`src/hw/rtl/cdsc_pkg.sv`:
```
// Shared types and constants for the charger duty step controller.
// No dependencies; every other file refers to this package by scoped names.
`timescale 1ns / 1ps

package cdsc_pkg;

	// Register indexes on the configuration port
	localparam logic [2:0] REG_TARGET_VOLTAGE   = 3'd0;
	localparam logic [2:0] REG_TARGET_CURRENT   = 3'd1;
	localparam logic [2:0] REG_CONTROL_MODE     = 3'd2;
	localparam logic [2:0] REG_DUTY_LIMIT       = 3'd3;
	localparam logic [2:0] REG_ERROR_DEADBAND   = 3'd4;
	localparam logic [2:0] REG_SHORT_RES_LIMIT  = 3'd5;

	// Regulation modes
	localparam logic [1:0] MODE_VOLTAGE = 2'd1;
	localparam logic [1:0] MODE_CURRENT = 2'd2;

	// Reset values of the configuration registers
	localparam logic [14:0] RST_TARGET_VOLTAGE  = 15'd0;
	localparam logic [14:0] RST_TARGET_CURRENT  = 15'd0;
	localparam logic [1:0]  RST_CONTROL_MODE    = 2'd0;
	localparam logic [8:0]  RST_DUTY_LIMIT      = 9'd284;
	localparam logic [14:0] RST_ERROR_DEADBAND  = 15'd250;
	localparam logic [15:0] RST_SHORT_RES_LIMIT = 16'd200;

	// Duty scale and protection constants
	localparam logic [8:0]  DUTY_FULL     = 9'd310;
	localparam logic [8:0]  PROT_MIN_DUTY = 9'd10;
	localparam logic [9:0]  RES_SCALE     = 10'd1000;

	// duty * 100 / 310 as (duty * PCT_MUL) >> PCT_SHIFT, exact for duty <= 310
	localparam logic [15:0] PCT_MUL   = 16'd42290;
	localparam int          PCT_SHIFT = 17;

	typedef struct packed {
		logic [14:0] measured_voltage;
		logic [14:0] measured_current;
		logic        toggle_request;
	} sample_t;

	typedef struct packed {
		logic [8:0] duty_level;
		logic [6:0] duty_percent;
		logic       relay_on;
		logic       running_flag;
		logic       fault_flag;
		logic       steady_flag;
	} result_t;

	typedef struct packed {
		logic [14:0] target_voltage;
		logic [14:0] target_current;
		logic [1:0]  control_mode;
		logic [8:0]  duty_limit;
		logic [14:0] error_deadband;
		logic [15:0] short_resistance_limit;
	} cfg_t;

	// Per-sample decisions handed from the front stage to the state update
	typedef struct packed {
		logic regulate;   // a regulation mode is selected
		logic step_up;    // error above the deadband
		logic step_down;  // error below minus the deadband
		logic low_res;    // load resistance at or below the limit
		logic press;      // start/stop press
	} step_t;

endpackage

```
`src/hw/rtl/cdsc_regs.sv`:
```
// Configuration register file of the charger duty step controller.
// Depends on cdsc_pkg for register indexes, reset values and cfg_t.
`timescale 1ns / 1ps

module cdsc_regs (
	input  logic                clk,
	input  logic                arst_n,
	input  logic                cfg_valid,
	output logic                cfg_ready,
	input  logic [2:0]          cfg_index,
	input  logic [15:0]         cfg_data,
	output cdsc_pkg::cfg_t      cfg
);

	cdsc_pkg::cfg_t cfg_q;

	// Always take a write beat; unknown indexes are dropped
	assign cfg_ready = 1'b1;
	assign cfg       = cfg_q;

	always_ff @(posedge clk or negedge arst_n) begin
		if (!arst_n) begin
			cfg_q.target_voltage         <= cdsc_pkg::RST_TARGET_VOLTAGE;
			cfg_q.target_current         <= cdsc_pkg::RST_TARGET_CURRENT;
			cfg_q.control_mode           <= cdsc_pkg::RST_CONTROL_MODE;
			cfg_q.duty_limit             <= cdsc_pkg::RST_DUTY_LIMIT;
			cfg_q.error_deadband         <= cdsc_pkg::RST_ERROR_DEADBAND;
			cfg_q.short_resistance_limit <= cdsc_pkg::RST_SHORT_RES_LIMIT;
		end else if (cfg_valid && cfg_ready) begin
			case (cfg_index)
				cdsc_pkg::REG_TARGET_VOLTAGE:  cfg_q.target_voltage <= cfg_data[14:0];
				cdsc_pkg::REG_TARGET_CURRENT:  cfg_q.target_current <= cfg_data[14:0];
				cdsc_pkg::REG_CONTROL_MODE:    cfg_q.control_mode   <= cfg_data[1:0];
				cdsc_pkg::REG_DUTY_LIMIT:      cfg_q.duty_limit     <= cfg_data[8:0];
				cdsc_pkg::REG_ERROR_DEADBAND:  cfg_q.error_deadband <= cfg_data[14:0];
				cdsc_pkg::REG_SHORT_RES_LIMIT: cfg_q.short_resistance_limit <= cfg_data;
				default: ;
			endcase
		end
	end

endmodule

```
`src/hw/rtl/cdsc_front.sv`:
```
// Input register and per-sample decisions (resistance check, error compares).
// Depends on cdsc_pkg for sample_t, cfg_t, step_t and constants.
`timescale 1ns / 1ps

module cdsc_front (
	input  logic               clk,
	input  logic               arst_n,
	input  logic               sample_valid,
	output logic               sample_stall,
	input  cdsc_pkg::sample_t  sample,
	input  cdsc_pkg::cfg_t     cfg,
	input  logic               take,       // core takes the s2 beat this cycle
	output logic               valid_s2,
	output cdsc_pkg::step_t    step_s2
);

	cdsc_pkg::sample_t smp_s1;
	logic              valid_s1;
	logic              adv_s1;
	logic              load_s1;
	logic              free_s2;

	logic [24:0]       v_scaled;
	logic [16:0]       lim_p1;
	logic [31:0]       c_bound;
	logic [16:0]       tv_w, tc_w, v_w, c_w, db_w;
	logic              up_v, dn_v, up_c, dn_c;
	cdsc_pkg::step_t   step_d;

	// Stage handshake: each stage fills when empty or when it drains
	assign free_s2      = !valid_s2 || take;
	assign adv_s1       = valid_s1 && free_s2;
	assign load_s1      = !valid_s1 || adv_s1;
	assign sample_stall = !load_s1;

	always_ff @(posedge clk or negedge arst_n) begin
		if (!arst_n) begin
			valid_s1 <= 1'b0;
			valid_s2 <= 1'b0;
		end else begin
			if (load_s1) begin
				valid_s1 <= sample_valid;
			end
			if (free_s2) begin
				valid_s2 <= adv_s1;
			end
		end
	end

	always_ff @(posedge clk) begin
		if (load_s1 && sample_valid) begin
			smp_s1 <= sample;
		end
		if (adv_s1) begin
			step_s2 <= step_d;
		end
	end

	// Resistance check: floor(v*1000/c) <= L  <=>  v*1000 < (L+1)*c, c != 0
	always_comb begin
		v_scaled = {10'd0, smp_s1.measured_voltage} * {15'd0, cdsc_pkg::RES_SCALE};
		lim_p1   = {1'b0, cfg.short_resistance_limit} + 17'd1;
		c_bound  = {15'd0, lim_p1} * {17'd0, smp_s1.measured_current};
	end

	// Error compares without forming the signed error
	always_comb begin
		tv_w = {2'b00, cfg.target_voltage};
		tc_w = {2'b00, cfg.target_current};
		v_w  = {2'b00, smp_s1.measured_voltage};
		c_w  = {2'b00, smp_s1.measured_current};
		db_w = {2'b00, cfg.error_deadband};
		up_v = tv_w > (v_w + db_w);
		dn_v = (tv_w + db_w) < v_w;
		up_c = tc_w > (c_w + db_w);
		dn_c = (tc_w + db_w) < c_w;
	end

	always_comb begin
		step_d.regulate  = (cfg.control_mode == cdsc_pkg::MODE_VOLTAGE) ||
		                   (cfg.control_mode == cdsc_pkg::MODE_CURRENT);
		step_d.step_up   = (cfg.control_mode == cdsc_pkg::MODE_VOLTAGE) ? up_v : up_c;
		step_d.step_down = (cfg.control_mode == cdsc_pkg::MODE_VOLTAGE) ? dn_v : dn_c;
		step_d.low_res   = (smp_s1.measured_current != 15'd0) &&
		                   ({7'd0, v_scaled} < c_bound);
		step_d.press     = smp_s1.toggle_request;
	end

endmodule

```
`src/hw/rtl/cdsc_core.sv`:
```
// Controller state (duty, run, steady, fault) and the result register.
// Depends on cdsc_pkg for step_t, result_t, cfg_t and constants.
`timescale 1ns / 1ps

module cdsc_core (
	input  logic               clk,
	input  logic               arst_n,
	input  cdsc_pkg::cfg_t     cfg,
	input  logic               valid_s2,
	input  cdsc_pkg::step_t    step_s2,
	output logic               take,
	output logic               result_valid,
	input  logic               result_stall,
	output cdsc_pkg::result_t  result
);

	logic [8:0]        duty_q;
	logic              running_q, steady_q, pending_q, latched_q;
	logic [8:0]        duty_d;
	logic              running_d, steady_d, pending_d, latched_d;
	logic [8:0]        lim;
	logic              stop;
	logic [8:0]        level;
	logic [23:0]       pct_prod;
	cdsc_pkg::result_t res_d;
	cdsc_pkg::result_t res_q;

	// Result register drains or is empty: take the next beat
	assign take   = valid_s2 && (!result_valid || !result_stall);
	assign result = res_q;

	assign lim = (cfg.duty_limit > cdsc_pkg::DUTY_FULL) ? cdsc_pkg::DUTY_FULL
	                                                   : cfg.duty_limit;

	// Next state: protection, then stepping, then start/stop
	always_comb begin
		duty_d    = duty_q;
		running_d = running_q;
		steady_d  = steady_q;
		pending_d = pending_q;
		latched_d = latched_q;
		stop      = step_s2.press;
		if (running_q) begin
			if (duty_q > cdsc_pkg::PROT_MIN_DUTY) begin
				if (step_s2.low_res && pending_q) begin
					latched_d = 1'b1;
					stop      = 1'b1;
				end else if (step_s2.low_res) begin
					pending_d = 1'b1;
				end else begin
					pending_d = 1'b0;
				end
			end
			if (!latched_d && step_s2.regulate) begin
				if (step_s2.step_up && (duty_q < lim)) begin
					duty_d = duty_q + 9'd1;
				end else if (step_s2.step_down && (duty_q != 9'd0)) begin
					duty_d = duty_q - 9'd1;
				end else begin
					steady_d = 1'b1;
				end
			end
		end
		if (latched_d) begin
			pending_d = 1'b0;
		end
		if (stop) begin
			if (!running_q) begin
				running_d = !latched_d;
			end else begin
				running_d = 1'b0;
				steady_d  = 1'b0;
				duty_d    = 9'd0;
			end
		end
	end

	// Result fields; percent by reciprocal multiply
	always_comb begin
		level              = latched_d ? 9'd0 : duty_d;
		pct_prod           = 24'({15'd0, level} * {8'd0, cdsc_pkg::PCT_MUL});
		res_d.duty_level   = level;
		res_d.duty_percent = pct_prod[cdsc_pkg::PCT_SHIFT +: 7];
		res_d.relay_on     = running_d;
		res_d.running_flag = running_d;
		res_d.fault_flag   = latched_d;
		res_d.steady_flag  = steady_d;
	end

	always_ff @(posedge clk or negedge arst_n) begin
		if (!arst_n) begin
			duty_q       <= 9'd0;
			running_q    <= 1'b0;
			steady_q     <= 1'b0;
			pending_q    <= 1'b0;
			latched_q    <= 1'b0;
			result_valid <= 1'b0;
		end else begin
			if (take) begin
				duty_q    <= duty_d;
				running_q <= running_d;
				steady_q  <= steady_d;
				pending_q <= pending_d;
				latched_q <= latched_d;
			end
			if (!result_valid || !result_stall) begin
				result_valid <= valid_s2;
			end
		end
	end

	always_ff @(posedge clk) begin
		if (take) begin
			res_q <= res_d;
		end
	end

	// A latched fault stops the charger for good
	a_fault_stops: assert property (@(posedge clk) disable iff (!arst_n)
		latched_q |-> !running_q)
		else $error("running while a fault is latched");

	// Pending is dropped once the fault latches
	a_fault_no_pending: assert property (@(posedge clk) disable iff (!arst_n)
		latched_q |-> !pending_q)
		else $error("pending fault kept after latch");

	// Duty never leaves the full-scale range
	a_duty_range: assert property (@(posedge clk) disable iff (!arst_n)
		duty_q <= cdsc_pkg::DUTY_FULL)
		else $error("duty above full scale");

	// A faulted result carries no duty and no relay drive
	a_fault_result: assert property (@(posedge clk) disable iff (!arst_n)
		(result_valid && res_q.fault_flag) |->
		(res_q.duty_level == 9'd0) && !res_q.relay_on)
		else $error("faulted result drives duty or relay");

	// State moves only when a beat is taken
	a_state_hold: assert property (@(posedge clk) disable iff (!arst_n)
		!take |=> $stable(duty_q) && $stable(running_q) && $stable(latched_q))
		else $error("state changed without a beat");

endmodule

```
`src/hw/rtl/charger_duty_step_controller.sv`:
```
// Top level of the charger duty step controller: config registers, front stage, core.
// Depends on cdsc_pkg, cdsc_regs, cdsc_front and cdsc_core.
//
//   channel  | handshake                    | beat
//   ---------+------------------------------+----------------------------------
//   sample   | sample_valid / sample_stall  | cdsc_pkg::sample_t
//   result   | result_valid / result_stall  | cdsc_pkg::result_t
//   cfg      | cfg_valid / cfg_ready        | cfg_index (3b), cfg_data (16b)
//
// One sample beat per cycle while sample_stall is low; each yields one result beat
// through the input register, the decision register and the result register.
// The resistance multiply and the error compares sit in the decision stage; the
// state update and the percent multiply feed the result register.
// Reset clears the controller state and loads the register reset values.
// A stalled result holds; the two front stages keep filling until both are full.
`timescale 1ns / 1ps

module charger_duty_step_controller (
	input  logic               clk,
	input  logic               arst_n,
	input  logic               sample_valid,
	output logic               sample_stall,
	input  cdsc_pkg::sample_t  sample,
	output logic               result_valid,
	input  logic               result_stall,
	output cdsc_pkg::result_t  result,
	input  logic               cfg_valid,
	output logic               cfg_ready,
	input  logic [2:0]         cfg_index,
	input  logic [15:0]        cfg_data
);

	cdsc_pkg::cfg_t  cfg;
	cdsc_pkg::step_t step_s2;
	logic            valid_s2;
	logic            take;

	cdsc_regs u_regs (
		.clk       (clk),
		.arst_n    (arst_n),
		.cfg_valid (cfg_valid),
		.cfg_ready (cfg_ready),
		.cfg_index (cfg_index),
		.cfg_data  (cfg_data),
		.cfg       (cfg)
	);

	cdsc_front u_front (
		.clk          (clk),
		.arst_n       (arst_n),
		.sample_valid (sample_valid),
		.sample_stall (sample_stall),
		.sample       (sample),
		.cfg          (cfg),
		.take         (take),
		.valid_s2     (valid_s2),
		.step_s2      (step_s2)
	);

	cdsc_core u_core (
		.clk          (clk),
		.arst_n       (arst_n),
		.cfg          (cfg),
		.valid_s2     (valid_s2),
		.step_s2      (step_s2),
		.take         (take),
		.result_valid (result_valid),
		.result_stall (result_stall),
		.result       (result)
	);

endmodule

```
`config.mk`:
```
export PLATFORM = sky130hd
export DESIGN_NAME = charger_duty_step_controller
export DESIGN_NICKNAME = d
export VERILOG_FILES = /design/src/hw/rtl/cdsc_pkg.sv /design/src/hw/rtl/cdsc_regs.sv /design/src/hw/rtl/cdsc_front.sv /design/src/hw/rtl/cdsc_core.sv /design/src/hw/rtl/charger_duty_step_controller.sv
export SDC_FILE = /design/constraint.sdc
export NUM_CORES = 1
export LEC_CHECK = 0
export ABC_CLOCK_PERIOD_IN_PS = 24400
export BUFFER_PORTS_ARGS = -buffer_cell sky130_fd_sc_hd__buf_2
export CAP_MARGIN = 0
export CELL_PAD_IN_SITES_DETAIL_PLACEMENT = 0
export CELL_PAD_IN_SITES_GLOBAL_PLACEMENT = 1
export CORE_AREA = 2 2 243 245
export CTS_BUF_LIST = sky130_fd_sc_hd__clkbuf_4
export DETAILED_ROUTE_END_ITERATION = 8
export DIE_AREA = 0 0 245 247
export PLACE_DENSITY_LB_ADDON = 0.1
export SYNTH_ARGS = -nofsm -noshare
export SYNTH_HDL_FRONTEND = slang
export SYNTH_HIERARCHICAL = 1
export SYNTH_SLANG_ARGS = --single-unit
```
`constraint.sdc`:
```
create_clock -name clk -period 24.4 [get_ports clk]
set_clock_uncertainty 0.1 [all_clocks]
set_input_delay 1.22 -clock clk [delete_from_list [all_inputs] [get_ports clk]]
set_output_delay 1.22 -clock clk [all_outputs]
set_load 0.02 [all_outputs]
```
==> run summary, run 1 <==
I/O Buffers: 76
Setup WS post-layout: 14.63 ns
Hold EP: u_front/step_s2[0]$_DFFE_PP_
Die ar.: 60500 um2
Synth-to-Final Area Change: 7.10%
Starting Density: 0.393
Total Routed Length: 66.1 mm
share of the synthesized area in the top cell type: 0.234
Post-DP HPWL: 53.5 mm
status: complete, no violations
most frequent CP cell: fa_1
top_reg_cell synth: dfrtp_1
hold_sp: u_front/smp_s1[0]$_DFFE_PP_
CP max stage cell: fa_1
Mean Syn Cell Area: 9.66 um2
WL per Instance: 20.4 um
clk root buf: clkbuf_4
area of the core: 58200 um2
Max-slew headroom: 0.202
DIE WIDTH: 245 um
count of boundary I/O pins: 78
Pins Over Slew Limit: 0
Clock Sinks: 143
final RePlAce weighted congestion: 0.893
pre-CTS WS: 14.70 ns
Net Count, Synth: 3044
Vias/cell: 5.26
initial antenna violation count: 3
Cells after Synth: 2366
DP Cell Count: 3199
CTS tree: built
Tcrit/Tclk final: 0.400
Post-synth EDFFs: 55
crit-path max FO: 18
Post-Route Utilization: 0.420
Seq/Total Area, Yosys: 0.169
final net count: 3123
HP Class: reg -> reg
RR Startpoint: u_regs/cfg[0]$_DFFE_PN0P_
Gates resized, CTS repair: 0
fraction of layout instances using a drive strength above 1: 0.107
Yosys reg bits: 143
nature of the critical path endpoint: flop
worst-case clock buffer depth: 2
FP Rows: 89
critical path class: reg -> reg
via count: 17.0k
Synth Warn #: 6
final hold violations: 0
fin cells: 3233
min Tclk post-route: 9.77 ns
drt initial violations: 822
vias in the first global route: 17.8k
fraction of registers with async set/reset: 0.615
largest stage delay on the critical path: 0.56 ns
CTS Buf Count: 17
Die Height: 247 um
Max-Cap Viols: 0
first-pass GRT wire length: 104 mm
Achievable Freq: 102 MHz
clock-pin slew on the worst setup and hold paths: 0.17 ns
Remaining Overflow, GRT: 0
hold path depth: 0
Residual DRC: 0
cell depth of the worst flop-to-flop path: 36
count leader, synth: inv_1
largest net degree at the start of global routing: 62
CTS H-tree depth: 4
Reg-to-Reg End: u_front/step_s2[1]$_DFFE_PP_
leading area contributor after synthesis: fa_1
top cells by count, synth: inv_1 (364), ha_1 (356), fa_1 (267)
Post-CTS Setup Repair Bufs: 0
fillers: 5734
Clock Latency Late Sink: 0.66 ns
Data required, critical path: 24.73 ns
Fin Setup TNS: 0 ns
GRT Total Usage: 0.227
worst-margin pin slew: 1.19 ns
DR pass1 iterations: 5
synthesized area: 22900 um2
Yosys cell types: 98
CP arrival: 10.10 ns
worst reg2reg setup slack: 14.63 ns
cts hold-fix bufs: 0
final-report setup violation count: 0
RSZ-0062 raised after global routing: no
CP Launch Type: flop
post-route ant nets: 0
largest cells by area after synthesis: fa_1 (23%), ha_1 (19%), dfrtp_1 (8.2%), edfxtp_1 (7.2%), inv_1 (6.0%)
-- layer usage --
metal | GRT usage | part of all wire | vias to the layer above
li1 | - | - | 8097
met1 | 0.313 | 0.48 | 8533
met2 | 0.382 | 0.48 | 307
met3 | 0.0265 | 0.031 | 66
met4 | 0.0477 | 0.017 | 0
met5 | 0 | 0 | -
-- logic make-up after synthesis --
family,share of synthesized area
xor gates and xnor gates,0.0478
other,0.000164
buffers and inverters,0.0709
and+or+nand+nor,0.136
DFF,0.169
AOI/OAI and AO/OA,0.106
muxes,0.0421
adders and majority gates,0.429
-- through the flow --
stage	instance area [um2]	hold WS [ns]
2_1_floorplan	22900	0.300
3_3_place_gp	24200	0.302
3_5_place_dp	24200	0.317
4_1_cts	24500	0.331
5_1_grt	24500	0.331
6_report	24500	0.358
-- area by class of cell --
type	count	area [um2]	share of cell area
Tap cell	773	967	0.0395
Clock buffer	17	128	0.00521
Timing Repair Buffer	103	586	0.0239
Clock inverter	15	173	0.00705
Sequential cell	143	3870	0.158
Inverter	367	1380	0.0563
Multi-Input combinational cell	1813	17400	0.710
Antenna cell	2	5.00	0.000204
-- cell usage in the layout (no fill, tap or decap), types with 13 or more instances in the layout --
cell      count
nor4_1       16
mux2_2       49
mux2_4       24
dfrtp_1      75
clkbuf_4     17
and3_1       17
nand2_1     194
nand4_1      17
and2_1       54
nor3_1       31
fa_1        267
a21oi_1     101
dfstp_2      13
nor2b_1      23
buf_4        28
xnor2_1      70
a21o_1       49
o21ai_0      62
o21bai_1     18
nand3_1      43
edfxtp_1     55
inv_1       364
buf_2        75
ha_1        356
nor2_1      178
nand2b_1     26
xor2_1       52
-- flip-flops by register name, indices dropped and copies added (netlist names), 5 cells and up --
register and flops:
u_front/c_w 15, u_front/smp_s1 16, u_core/result 19, u_regs/cfg 72, u_front/step_s2 5, u_core/duty_q 9
-- critical path, delay by kind of cell, from the launching register on --
kind / cells / cell delay [ns]
simple gates: 13 / 2.25
flops: 1 / 0.38
fa+ha+maj: 8 / 3.81
buf+inv: 5 / 0.46
compound gates: 8 / 1.97
xor+xnor: 2 / 0.58
-- worst max path at each step --
| stage | start | end | slack [ns] | cells past startpoint |
|---|---|---|---|---|
| finish | u_regs/cfg[0]$_DFFE_PN0P_ | u_front/step_s2[1]$_DFFE_PP_ | 14.63 | 36 |
| global route | u_regs/cfg[1]$_DFFE_PN0P_ | u_front/step_s2[1]$_DFFE_PP_ | 13.99 | 35 |
| CTS | u_regs/cfg[0]$_DFFE_PN0P_ | u_front/step_s2[1]$_DFFE_PP_ | 14.66 | 33 |
| detailed placement | u_regs/cfg[0]$_DFFE_PN0P_ | u_front/step_s2[1]$_DFFE_PP_ | 14.70 | 36 |
| global placement | u_regs/cfg[0]$_DFFE_PN0P_ | u_front/step_s2[1]$_DFFE_PP_ | 14.79 | 35 |
| floorplan | u_regs/cfg[3]$_DFFE_PN1P_ | u_front/step_s2[1]$_DFFE_PP_ | 15.77 | 38 |
Power of run 1 is not shown: default switching activity piles up to over one toggle a cycle in this logic, so the estimate is an artifact.
==> run 2: changes to the inputs <==
- ABC_CLOCK_PERIOD_IN_PS: 24400 -> 8700
- clock period: 24.4 -> 8.7 ns (I/O delays scaled with it)
==> run summary, run 2 (same netlist as run 1, synthesis figures left out) <==
status: complete, no violations
hold path depth: 2 (+2)
fraction of layout instances using a drive strength above 1: 0.162 (+0.0547)
Total Routed Length: 67.6 mm (+2.3%)
via count: 17.4k (+2.6%)
DIE WIDTH: 245 um (unchanged)
pre-CTS WS: -0.185 ns (-14.88 ns)
cell depth of the worst flop-to-flop path: 34 (-5.6%)
CP arrival: 8.78 ns (-1.32 ns)
Clock Latency Late Sink: 0.67 ns (about the same)
most frequent cells in the layout: inv_1 (362), ha_1 (350), fa_1 (263)
crit-path max FO: 5 (-13)
Multi-input gate area: 17600 um2 (+1.5%)
HP Class: in -> reg
routed length on met2: 32.5 mm (+3.1%)
WL per Instance: 20.0 um (-2.3%)
register area: 3870 um2 (unchanged)
RSZ-0062 raised after global routing: yes
Pins Over Slew Limit: 0 (unchanged)
met3 wire length: 1.71 mm (-17%)
CP max stage cell: fa_2
worst reg2reg setup slack: 0.28 ns (-14.35 ns)
Setup WS post-layout: 0.275 ns (-14.35 ns)
FP Rows: 89 (unchanged)
Max-Cap Viols: 0 (unchanged)
drt initial violations: 814 (-0.97%)
DP Cell Count: 3300 (+3.2%)
fin cells: 3385 (+4.7%)
dpl cell area: 24900 um2 (+3.1%)
clk root buf: clkbuf_4
critical path class: reg -> reg
max FFs per register: 72 (unchanged)
Die ar.: 60500 um2 (unchanged)
Post-DP HPWL: 56.8 mm (+6.2%)
Max-slew headroom: 0.329 (+0.127)
GRT Total Usage: 0.233 (+0.00578)
vias in the first global route: 18.4k (+3.8%)
Vias/cell: 5.15 (-2.0%)
Residual DRC: 0 (unchanged)
commonest non-fill, non-tap cell in the layout: inv_1
min Tclk post-route: 8.42 ns (-1.35 ns)
Min Hold Slack: 0.0942 ns (-0.264 ns)
final net count: 3275 (+4.9%)
count of boundary I/O pins: 78 (unchanged)
Achievable Freq: 119 MHz (+16%)
largest stage delay on the critical path: 0.58 ns (+0.02 ns)
I/O Buffers: 76 (unchanged)
DR pass1 iterations: 4 (-1)
CP Launch Type: flop
Data required, critical path: 9.06 ns (-15.67 ns)
Clock Sinks: 143 (unchanged)
Reg-to-Reg End: u_front/step_s2[1]$_DFFE_PP_
nature of the critical path endpoint: flop
RR Startpoint: u_regs/cfg[0]$_DFFE_PN0P_
Tcrit/Tclk final: 0.968 (+0.568)
Remaining Overflow, GRT: 0 (unchanged)
Starting Density: 0.393 (unchanged)
worst-margin pin slew: 1.01 ns (-0.182 ns)
Final Instance Area: 26000 um2 (+6.1%)
area of the core: 58200 um2 (unchanged)
first-pass GRT wire length: 107 mm (+3.0%)
most frequent CP cell: fa_1
hold_sp: cfg_data[8]
clock-pin slew on the worst setup and hold paths: 0.19 ns (+0.02 ns)
CTS tree: built
top routing layer used: met4
CTS Buf Count: 17 (unchanged)
worst-case clock buffer depth: 2 (unchanged)
CTS H-tree depth: 4 (unchanged)
final RePlAce weighted congestion: 0.923 (+3.4%)
fillers: 5717 (-0.30%)
Hold EP: u_regs/cfg[24]$_DFFE_PN0P_
Synth-to-Final Area Change: 13.7%
final hold violations: 0 (unchanged)
largest net degree at the start of global routing: 62 (unchanged)
post-route ant nets: 0 (unchanged)
final-report setup violation count: 0 (unchanged)
initial antenna violation count: 1 (-2)
M1 WL: 32.4 mm (+3.2%)
Die Height: 247 um (unchanged)
==> run 2: cell count changes in the layout (fill, tap and decap cells not counted), moves of 6 or more <==
cell	previous run	this run
a21oi_2	3	9
buf_4	28	141
dlygate4sd3_1	0	39
ha_1	356	350
a21oi_1	101	95
==> run 2: per-stage QoR <==
stage | TNS (ns) | utilization
global route | -0.125 | 0.446
CTS | 0 | 0.441
floorplan | 0 | -
detailed placement | -0.185 | 0.428
finish | 0 | 0.446
global placement | -0.228 | 0.428
==> run 2: how the worst max path moves through the flow <==
stage / from / end / cells after the start
finish: u_regs/cfg[0]$_DFFE_PN0P_ / u_front/step_s2[1]$_DFFE_PP_ / 34
global placement: u_regs/cfg[3]$_DFFE_PN1P_ / u_front/step_s2[1]$_DFFE_PP_ / 34
floorplan: u_regs/cfg[3]$_DFFE_PN1P_ / u_front/step_s2[1]$_DFFE_PP_ / 38
CTS: u_regs/cfg[0]$_DFFE_PN0P_ / u_front/step_s2[1]$_DFFE_PP_ / 37
detailed placement: u_regs/cfg[3]$_DFFE_PN1P_ / u_front/step_s2[1]$_DFFE_PP_ / 34
global route: u_regs/cfg[0]$_DFFE_PN0P_ / u_front/step_s2[1]$_DFFE_PP_ / 39
==> run 2: cell type report <==
type / count / share of cell area
multi-input cells: 1813 / 0.679
diodes: 2 / 0.000193
clock inverters: 15 / 0.00669
clock buffers: 17 / 0.00491
flip-flops and latches: 143 / 0.149
inverters: 367 / 0.0530
well taps: 773 / 0.0372
repair buffers: 255 / 0.0702
==> run 2: worst max-delay path: cells and delay by family, from the launching register on <==
| family | cells | cell delay [ns] |
|---|---|---|
| XOR/XNOR | 2 | 0.40 |
| flip-flops | 1 | 0.40 |
| buffers and inverters | 5 | 0.45 |
| adder cells (fa/ha/maj) | 9 | 3.97 |
| AND/OR/NAND/NOR | 11 | 1.68 |
| AO/OA/AOI/OAI | 7 | 1.22 |
==> run 2: routing by layer <==
layer	global-route usage	vias up
li1	-	8389
met1	0.325	8745
met2	0.393	260
met3	0.0225	48
met4	0.0436	0
met5	0	-
==> run 2: what timing repair did <==
| item | CTS | global route |
|---|---|---|
| resized for setup | 8 | 50 |
| setup endpoints to repair | 1 | 4 |
| hold endpoints to repair | 74 | 0 |
| hold buffers | 39 | 0 |
| pin swaps | 2 | 38 |
| gates cloned | 0 | 0 |
| setup buffers | 1 | 11 |
Power of run 2 is left out for the same reason.
==> run 3: changes to the inputs <==
- ABC_CLOCK_PERIOD_IN_PS: 8700 -> 6900
- CORE_AREA: 2 2 243 245 -> 2 2 240 242
- DIE_AREA: 0 0 245 247 -> 0 0 242 244
- SYNTH_HIERARCHICAL: 1 -> default
- clock period: 8.7 -> 6.9 ns (I/O delays scaled with it)
==> run summary, run 3 <==
Post-DP HPWL: 55.3 mm (-2.7%)
max FFs per register: 72 (unchanged)
final net count: 3392 (+3.6%)
Reg-to-Reg End: u_front.step_s2[1]$_DFFE_PP_
CTS tree: built
fraction of layout instances using a drive strength above 1: 0.213 (+0.0505)
failing checks: negative setup slack
initial antenna violation count: 2 (+1)
most frequent cells in the layout: inv_1 (349), ha_1 (335), fa_1 (267)
nature of the critical path endpoint: flop
Max-Cap Viols: 0 (unchanged)
Post-Route Utilization: 0.482 (+0.0361)
clk root buf: clkbuf_4
Pins Over Slew Limit: 0 (unchanged)
worst reg2reg setup slack: -1.08 ns (-1.35 ns)
critical path class: reg -> reg
largest net degree at the start of global routing: 49 (-21%)
final-report setup violation count: 1 (+1)
CP Capture Point: u_front.step_s2[1]$_DFFE_PP_
Max-slew headroom: 0.269 (-0.0602)
Total Routed Length: 66.5 mm (-1.6%)
Synth Warn #: 0 (-6)
met3 Usage GRT: 0.0362 (+0.0138)
final hold violations: 0 (unchanged)
Synth-to-Final Area Change: 21.3%
largest stage delay on the critical path: 0.61 ns (+0.03 ns)
crit-path max FO: 6 (+1)
drt initial violations: 791 (-2.8%)
Die ar.: 59000 um2 (-2.4%)
worst-case clock buffer depth: 2 (unchanged)
Achievable Freq: 125 MHz (+5.6%)
Buf+Inv Stages, Crit Path: 5 (unchanged)
Clock Sinks: 143 (unchanged)
Clock Latency Late Sink: 0.76 ns (+0.09 ns)
CP Launch Type: flop
Setup WS post-layout: -1.08 ns (-1.35 ns)
DR pass1 iterations: 7 (+3)
top_reg_cell synth: dfrtp_1
Cells after Synth: 2351 (-0.63%)
Remaining Overflow, GRT: 0 (unchanged)
HP Class: in -> reg
largest cells by area after synthesis: fa_1 (24%), ha_1 (20%), dfrtp_1 (8.4%), edfxtp_1 (7.4%), inv_1 (6.0%)
Net Count, Synth: 3023 (-0.69%)
fraction of registers with async set/reset: 0.615 (unchanged)
RR Startpoint: u_regs.cfg[3]$_DFFE_PN1P_
area of the core: 56200 um2 (-3.6%)
CTS Buf Count: 17 (unchanged)
via count: 17.7k (+1.3%)
post-route ant nets: 0 (unchanged)
Post-synth EDFFs: 55 (unchanged)
Starting Density: 0.398 (+0.00496)
synthesized area: 22300 um2 (-2.3%)
Die Height: 244 um (-1.2%)
GRT Total Usage: 0.235 (+0.00292)
final RePlAce weighted congestion: 0.887 (-4.0%)
min Tclk post-route: 7.98 ns (-0.448 ns)
CP max stage cell: dfstp_2
FP Rows: 87 (-2.2%)
hold path depth: 2 (unchanged)
commonest non-fill, non-tap cell in the layout: inv_1
status: finished, violations left
WL per Instance: 19.1 um (-4.6%)
count of boundary I/O pins: 78 (unchanged)
CTS H-tree depth: 4 (unchanged)
top cells by count, synth: inv_1 (357), ha_1 (350), fa_1 (267)
Tcrit/Tclk final: 1.16 (+0.188)
leading area contributor after synthesis: fa_1
crit-path leading delay family: adder cells
Critical Path Start: u_regs.cfg[3]$_DFFE_PN1P_
clock-pin slew on the worst setup and hold paths: 0.18 ns (about the same)
share of the synthesized area in the top cell type: 0.239 (+0.00559)
count leader, synth: inv_1
Yosys cell types: 74 (-24%)
CP arrival: 8.41 ns (-0.37 ns)
fillers: 5404 (-5.5%)
first-pass GRT wire length: 106 mm (-0.23%)
Mean Syn Cell Area: 9.50 um2 (-1.7%)
Critical Path Stages: 33 (-2.9%)
met1 usage: 0.317 (-0.00837)
Data required, critical path: 7.33 ns (-1.73 ns)
Yosys reg bits: 143 (unchanged)
RSZ-0062 raised after global routing: yes
vias in the first global route: 18.9k (+2.5%)
Residual DRC: 0 (unchanged)
Seq/Total Area, Yosys: 0.173 (+0.00405)
I/O Buffers: 76 (unchanged)
Vias/cell: 5.06 (-1.8%)
cell depth of the worst flop-to-flop path: 33 (-2.9%)
worst-margin pin slew: 1.10 ns (+0.0903 ns)
most frequent CP cell: fa_1
grt met2 use: 0.391 (-0.00196)
DIE WIDTH: 242 um (-1.2%)
GR peak layer: met2
==> run 3: kinds of logic (layout without fill, tap and decap cells) <==
kind of cell | count (synthesis) | count (layout) | synth area share
AO/OA/AOI/OAI | 330 | 330 | 0.0963
XOR/XNOR | 125 | 125 | 0.0490
adder cells (fa/ha/maj) | 617 | 617 | 0.435
buffers and inverters | 406 | 788 | 0.0686
flip-flops | 143 | 143 | 0.173
multiplexers | 87 | 87 | 0.0433
other | 1 | 4 | 0.000168
AND/OR/NAND/NOR | 642 | 642 | 0.134
==> run 3: area by class of cell <==
class                   count  area, um2  area share
diodes                      3       7.51    0.000277
clock buffers              17        128     0.00471
clock inverters            15        161     0.00596
inverters                 362       1360      0.0503
multi-input cells        1802      17600       0.650
flip-flops and latches    143       3870       0.143
well taps                 756        946      0.0349
repair buffers            394       3000       0.111
==> run 3: worst reg2reg max path: cells and delay by family (launching register included) <==
kind	cells	cell delay, ns
XOR/XNOR	2	0.22
adder cells (fa/ha/maj)	8	3.57
AND/OR/NAND/NOR	12	1.84
buffers and inverters	5	0.34
flip-flops	1	0.61
AO/OA/AOI/OAI	6	1.07
==> run 3: worst min-delay path by stage <==
stage          startpoint                      endpoint  slack [ns]
3_5_place_dp       arst_n    u_regs.cfg[59]$_DFFE_PN0P_        0.29
3_3_place_gp       arst_n    u_regs.cfg[60]$_DFFE_PN0P_        0.29
4_1_cts         sample[1]      u_front.c_w[0]$_DFFE_PP_        0.06
5_1_grt        sample[20]  u_front.smp_s1[20]$_DFFE_PP_         0.1
2_1_floorplan      arst_n  u_core.duty_q[0]$_DFFE_PN0P_       -0.05
6_report       sample[20]  u_front.smp_s1[20]$_DFFE_PP_        0.18
==> run 3: timing repair <==
| item | 4_1_cts | 5_1_grt |
|---|---|---|
| gates resized for setup | 17 | 50 |
| hold buffers | 60 | 0 |
| setup buffers | 5 | 13 |
| setup endpoints to repair | 7 | 8 |
| pin swaps | 16 | 70 |
| hold endpoints to repair | 146 | 0 |
==> run 3: metal layers <==
metal | share of wire | vias up
li1 | - | 8570
met1 | 0.47 | 8720
met2 | 0.47 | 306
met3 | 0.036 | 77
met4 | 0.027 | 0
met5 | 0 | -
==> run 3: stage by stage <==
step / worst slack (ns) / hold slack (ns) / std cells / instance area (um2) / TNS [ns]
after CTS: -1.02 / 0.0626 / 3477 / 26800 / -1.02
after global routing: -1.37 / 0.0951 / 3491 / 27100 / -2.11
after global placement: -1.03 / 0.287 / 3380 / 25800 / -2.02
after detailed placement: -1.07 / 0.291 / 3380 / 25800 / -2.60
final: -1.08 / 0.181 / 3492 / 27100 / -1.08
after floorplan: -0.644 / -0.0506 / 2351 / 22700 / -0.644
Power of run 3 is left out for the same reason.
